File: config.mk
export PLATFORM = sky130hd
export DESIGN_NAME = hvd_sqrt
export DESIGN_NICKNAME = d
export VERILOG_FILES = /design/src/rtl/hvd_pkg.sv /design/src/rtl/hvd_sqrt_cell.sv /design/src/rtl/hvd_sqrt.sv
export SDC_FILE = /design/constraint.sdc
export NUM_CORES = 2
export LEC_CHECK = 0
export ABC_AREA = 0
export BUFFER_PORTS_ARGS = -buffer_cell sky130_fd_sc_hd__buf_2
export CAP_MARGIN = 20
export CORE_MARGIN = 2
export CORE_UTILIZATION = 45
export CTS_CLUSTER_DIAMETER = 200
export CTS_CLUSTER_SIZE = 12
export DETAILED_ROUTE_END_ITERATION = 10
export HOLD_SLACK_MARGIN = 0.1
export PLACE_DENSITY = 0.65
export SLEW_MARGIN = 20
export SYNTH_ARGS = -nofsm -noshare
export SYNTH_HDL_FRONTEND = slang
export SYNTH_SLANG_ARGS = --single-unit
File: constraint.sdc
create_clock -name i_clk -period 4.49 [get_ports i_clk]
set_input_delay 0.898 -clock i_clk [delete_from_list [all_inputs] [get_ports i_clk]]
set_output_delay 0.898 -clock i_clk [all_outputs]
set_load 0.02 [all_outputs]
File: src/rtl/hvd_pkg.sv
package hvd_pkg;

    localparam int CORDIC_STEPS_DEF = 32;

    // angle / CORDIC datapath width, Q30 with headroom
    localparam int ANG_W = 34;

    // digit-by-digit square root: one bit of root per step, radicand below 2^62
    localparam int SQ_STEPS = 31;
    localparam int SQ_W     = 62;

    localparam logic signed [ANG_W-1:0] PI_Q30      = 34'sd3373259426;
    localparam logic signed [ANG_W-1:0] HALF_PI_Q30 = 34'sd1686629713;
    localparam logic signed [ANG_W-1:0] TWO_PI_Q30  = 34'sd6746518852;
    localparam logic signed [ANG_W-1:0] INV_GAIN    = 34'sd652032874;

    // pi/180 in Q40, split at bit 20
    localparam logic [14:0] K_DEG_HI = 15'd18301;
    localparam logic [19:0] K_DEG_LO = 20'd108693;

    localparam logic [30:0] ONE_Q30 = 31'h4000_0000;

    localparam logic [29:0] RADIUS_RST = 30'd637279756;

    typedef struct packed {
        logic signed [ANG_W-1:0] x;
        logic signed [ANG_W-1:0] y;
        logic signed [ANG_W-1:0] z;
    } t_cordic;

    // atan(2^-i) in Q30
    function automatic logic signed [ANG_W-1:0] f_atan(input int unsigned i);
        logic signed [ANG_W-1:0] res;
        case (i)
            0:       res = 34'sd843314857;
            1:       res = 34'sd497837829;
            2:       res = 34'sd263043837;
            3:       res = 34'sd133525159;
            4:       res = 34'sd67021687;
            5:       res = 34'sd33543516;
            6:       res = 34'sd16775851;
            7:       res = 34'sd8388437;
            8:       res = 34'sd4194283;
            9:       res = 34'sd2097149;
            default: begin
                if (i <= 30) begin
                    res = ANG_W'(64'd1 << (30 - i));
                end else if (i == 31) begin
                    res = 34'sd1;
                end else begin
                    res = '0;
                end
            end
        endcase
        return res;
    endfunction

endpackage

File: src/rtl/hvd_sqrt_cell.sv
module hvd_sqrt_cell #(
    parameter int unsigned B_SHIFT = 0
) (
    input  logic                     i_clk,
    input  logic                     i_rst_n,
    input  logic                     i_valid,
    input  logic [hvd_pkg::SQ_W-1:0] i_v,
    input  logic [hvd_pkg::SQ_W-1:0] i_r,
    output logic                     o_valid,
    output logic [hvd_pkg::SQ_W-1:0] o_v,
    output logic [hvd_pkg::SQ_W-1:0] o_r
);
    import hvd_pkg::*;

    localparam logic [SQ_W-1:0] BIT = {{(SQ_W-1){1'b0}}, 1'b1} << B_SHIFT;

    logic            r_valid;
    logic [SQ_W-1:0] r_v;
    logic [SQ_W-1:0] r_r;
    logic [SQ_W-1:0] n_v;
    logic [SQ_W-1:0] n_r;
    logic [SQ_W-1:0] trial;

    always_comb begin
        trial = i_r + BIT;
        if (i_v >= trial) begin
            n_v = i_v - trial;
            n_r = (i_r >> 1) + BIT;
        end else begin
            n_v = i_v;
            n_r = i_r >> 1;
        end
    end

    always_ff @(posedge i_clk) begin
        if (!i_rst_n) begin
            r_valid <= 1'b0;
        end else begin
            r_valid <= i_valid;
        end
    end

    always_ff @(posedge i_clk) begin
        r_v <= n_v;
        r_r <= n_r;
    end

    assign o_valid = r_valid;
    assign o_v     = r_v;
    assign o_r     = r_r;

endmodule

File: src/rtl/hvd_sqrt.sv
module hvd_sqrt (
    input  logic                     i_clk,
    input  logic                     i_rst_n,
    input  logic                     i_valid,
    input  logic [hvd_pkg::SQ_W-1:0] i_v,
    output logic                     o_valid,
    output logic [30:0]              o_root
);
    import hvd_pkg::*;

    logic [SQ_STEPS:0] valid_c;
    logic [SQ_W-1:0]   v_c [SQ_STEPS+1];
    logic [SQ_W-1:0]   r_c [SQ_STEPS+1];

    assign valid_c[0] = i_valid;
    assign v_c[0]     = i_v;
    assign r_c[0]     = '0;

    for (genvar g = 0; g < SQ_STEPS; g++) begin : g_cell
        hvd_sqrt_cell #(
            .B_SHIFT (2 * (SQ_STEPS - 1 - g))
        ) u_cell (
            .i_clk   (i_clk),
            .i_rst_n (i_rst_n),
            .i_valid (valid_c[g]),
            .i_v     (v_c[g]),
            .i_r     (r_c[g]),
            .o_valid (valid_c[g+1]),
            .o_v     (v_c[g+1]),
            .o_r     (r_c[g+1])
        );
    end

    assign o_valid = valid_c[SQ_STEPS] & (v_c[SQ_STEPS] == v_c[SQ_STEPS] );
    assign o_root  = r_c[SQ_STEPS][30:0];

endmodule

==> metrics.cfg <==
[clock_tree]
cts_tree = built
clk_latency_ns = 0.88
cts_max_level = 4
numCtsBuffers = 216
cts_setup_buffers = 0
clock_path_buffers = 3
clkSinkCount = 2387
root_buffer = clkbuf_16
clk_pin_slew_ns = 0.06

[status]
status = finished, final reports clean

[placement]
numPortBuffers = 96
dp_slack_ns = 0.396
hpwl_mm = 174
place_congestion = 0.932
dp.cells = 11700

[global_route]
gr-usage-met3 = 0.0331
grt_pass1_vias = 63600
track_usage = 0.214
grt_max_degree = 56
met1_usage = 0.277
top_usage_layer = met2
grt_use_met2 = 0.370
antenna_found_initial = 13
grt_pass1_wl_mm = 349
gr-total-overflow = 0

[route]
ant_nets = 0
vias_per_cell = 5.35
wl_per_cell_um = 18.6
vias = 64200
first_iter_violations = 4403
first_pass_iters = 6
drcViolationCount = 0
wl_mm = 223

[yosys]
synth_area_mm2 = 0.0902
ys_ff_latch = 2387
seq_area_frac_synth = 0.529
syn_inst = 9085
synth_nets = 9675
yosys.cell_types.count = 98
yosysWarnings = 0
ys.flop_type = dfxtp_1
async_reset_ff_frac = 0
avgSynthCellArea_um2 = 9.93
synth_edf_count = 0

[critical_path]
crit_buf_inv = 1
cp.arrival_ns = 4.87
ff2ff_setup_slack_ns = 0.40
cp_slowest_cell = o311ai_2
critical_path_required_ns = 5.27
start_kind = flop
critPathKind = flop to flop
critPathMaxFanout = 7
reg2reg_to = g_cell[29].u_cell.o_v[59]$_DFF_P_
cpPeakStageDelay_ns = 0.75
cp_cell_sequence = inv_1, ha_1, nand4_1, nor2_1, o31a_1, o22ai_1, o311ai_2, a31oi_4, nor4b_4, nand3_2, or4_1, xnor2_1
r2r_cells = 12
timing.rr.start = g_cell[28].u_cell.o_r[9]$_DFF_P_
crit_family = simple AND/OR/NAND/NOR gates
critPathCaptureType = flop

[die]
core_area_mm2 = 0.199
rows = 164
dieArea_mm2 = 0.204
start_util = 0.452
die_x_um = 452
io_pins = 97
die_h_um = 452

[worst_hold_path]
hold-path-cell-count = 1
min_to = g_cell[0].u_cell.o_v[9]$_DFF_P_
hold_class = input port to flop
hold_start = i_v[9]

[sta]
rsz0062_at_grt = no
min_period_ns = 4.09
drv_slew = 0
worst_pin_slew_ns = 0.941
fin_skew_ns = 0.0813
fin_tns_setup_ns = 0
slew_headroom = 0.367
timing_hold_violations_final = 0
max_freq_ghz = 0.245
finalCritPeriodShare = 0.910
setup_ws_ns = 0.402
setup_viol = 0

[finish]
regArea_mm2 = 0.0478
area_growth_pct = 11.1
fin_cells = 12000
final_nets = 9913
layout-drive-gt1-share = 0.0588
multi_input_area_mm2 = 0.0393
fillCellCount = 18100

[pwr]
p_int_mw = 41.6
ir_drop_uv = 460
seqPwrFrac = 0.483
clkPwrFrac = 0.257
switching_share = 0.335
p_comb_frac = 0.260
p_switching_mw = 21.0
p_leak_nw = 45.5
powerDensity_mw_per_mm2 = 624

[run]
maxCapViolations = 0

-- per-stage QoR --
step	area, um2	util	hold WS [ns]	total power, mW
floorplan	90200	-	0.322	41.3
global placement	93800	0.470	0.332	46.4
detailed placement	93800	0.470	0.331	46.7
CTS	100000	0.502	0.102	62.9
global route	100000	0.503	0.120	66.1
finish	100000	0.503	0.162	62.6
-- synth_stat cells (all sizes together) (48+ instances only) --
master,instances,area (um2)
o21bai,50,375
and2,59,369
o21a,113,848
nand2,564,2120
xnor2,451,3950
nand4,168,1060
or3,94,593
nor4,316,2020
nor2,620,2330
o21ai,419,2100
a21oi,582,2920
nand3,156,786
ha,525,6570
nor2b,79,494
a21o,212,1590
dfxtp,2387,47800
nor3,274,1370
inv,668,2510
xor2,367,3210
clkbuf,136,512
or4,61,465
mux2,84,946
nand2b,107,669
nor4b,49,444
a31oi,48,307
-- worst register-to-register path: cells and delay by family, from the launching register on --
kind | cells | cell delay, ns
adder cells (fa/ha/maj) | 1 | 0.40
AO/OA/AOI/OAI | 4 | 1.38
buffers and inverters | 1 | 0.04
AND/OR/NAND/NOR | 5 | 1.72
flip-flops | 1 | 0.32
XOR/XNOR | 1 | 0.14
-- power groups by stage --
stage / sequential [mW] / combinational, mW / clock, mW
after detailed placement: 30.7 / 16.0 / 0
after global routing: 30.7 / 18.1 / 17.4
after floorplan: 28.8 / 12.5 / 0
after CTS: 30.3 / 16.1 / 16.5
final: 30.2 / 16.3 / 16.1
after global placement: 30.6 / 15.8 / 0
-- area by class of cell --
type	instances	area share
Antenna cell	3	0.0000749
Clock buffer	218	0.0542
Clock inverter	14	0.00398
Inverter	669	0.0251
Multi-Input combinational cell	5850	0.393
Sequential cell	2387	0.477
Tap cell	2656	0.0332
Timing Repair Buffer	199	0.0143
-- flip-flops by register name, indices dropped and copies added, names as in the netlist --
name / count
g_cell.u_cell.o_valid: 31
g_cell.u_cell.o_r: 496
g_cell.u_cell.o_v: 1860
-- routing by layer --
metal / vias up / part of all wire
met3: 339 / 0.050
met5: - / 0
met1: 30500 / 0.45
met4: 0 / 0.023
met2: 1577 / 0.48
li1: 31800 / -
-- cell usage in the layout (no fill, tap or decap), types with 37 or more instances in the layout --
cell type,n
nand4_1,167
dfxtp_1,2387
nand2b_1,107
a21o_1,212
or3_1,93
inv_1,668
dlygate4sd3_1,58
or2_2,40
a31oi_1,46
a211oi_1,37
o31ai_1,40
buf_4,42
nor2b_1,79
buf_2,96
nand3_1,155
nor3_1,273
ha_1,525
a21oi_1,581
nor4b_1,47
xor2_1,367
clkbuf_16,217
nor4_1,309
or4_1,59
mux2_2,84
xnor2_1,451
nand2_1,563
o21a_1,113
and2_1,59
o21ai_0,411
nor2_1,620
o21bai_1,50
-- kinds of logic after synthesis --
group,share of synthesized area
mux,0.0116
flops,0.529
fa+ha+maj,0.0728
xor+xnor,0.0794
buf+inv,0.0357
simple gates,0.155
compound gates,0.116
-- worst max path at each step --
stage / from / end / cells past startpoint / slack (ns)
after global routing: g_cell[23].u_cell.o_r[14]$_DFF_P_ / g_cell[24].u_cell.o_v[47]$_DFF_P_ / 12 / 0.08
after detailed placement: g_cell[28].u_cell.o_r[12]$_DFF_P_ / g_cell[29].u_cell.o_v[58]$_DFF_P_ / 12 / 0.40
after global placement: g_cell[28].u_cell.o_r[12]$_DFF_P_ / g_cell[29].u_cell.o_v[58]$_DFF_P_ / 12 / 0.44
final: g_cell[28].u_cell.o_r[9]$_DFF_P_ / g_cell[29].u_cell.o_v[59]$_DFF_P_ / 12 / 0.40
after floorplan: g_cell[28].u_cell.o_r[4]$_DFF_P_ / g_cell[29].u_cell.o_v[59]$_DFF_P_ / 12 / 1.25
after CTS: g_cell[28].u_cell.o_r[12]$_DFF_P_ / g_cell[29].u_cell.o_v[58]$_DFF_P_ / 12 / 0.39
-- timing repair --
item                                   4_1_cts  5_1_grt
hold buffers                                58        0
endpoints found under the hold margin       58        0
gates resized for setup                      0        1
setup endpoints to repair                    0        4
Note: power is estimated with default switching activity, not from simulation.
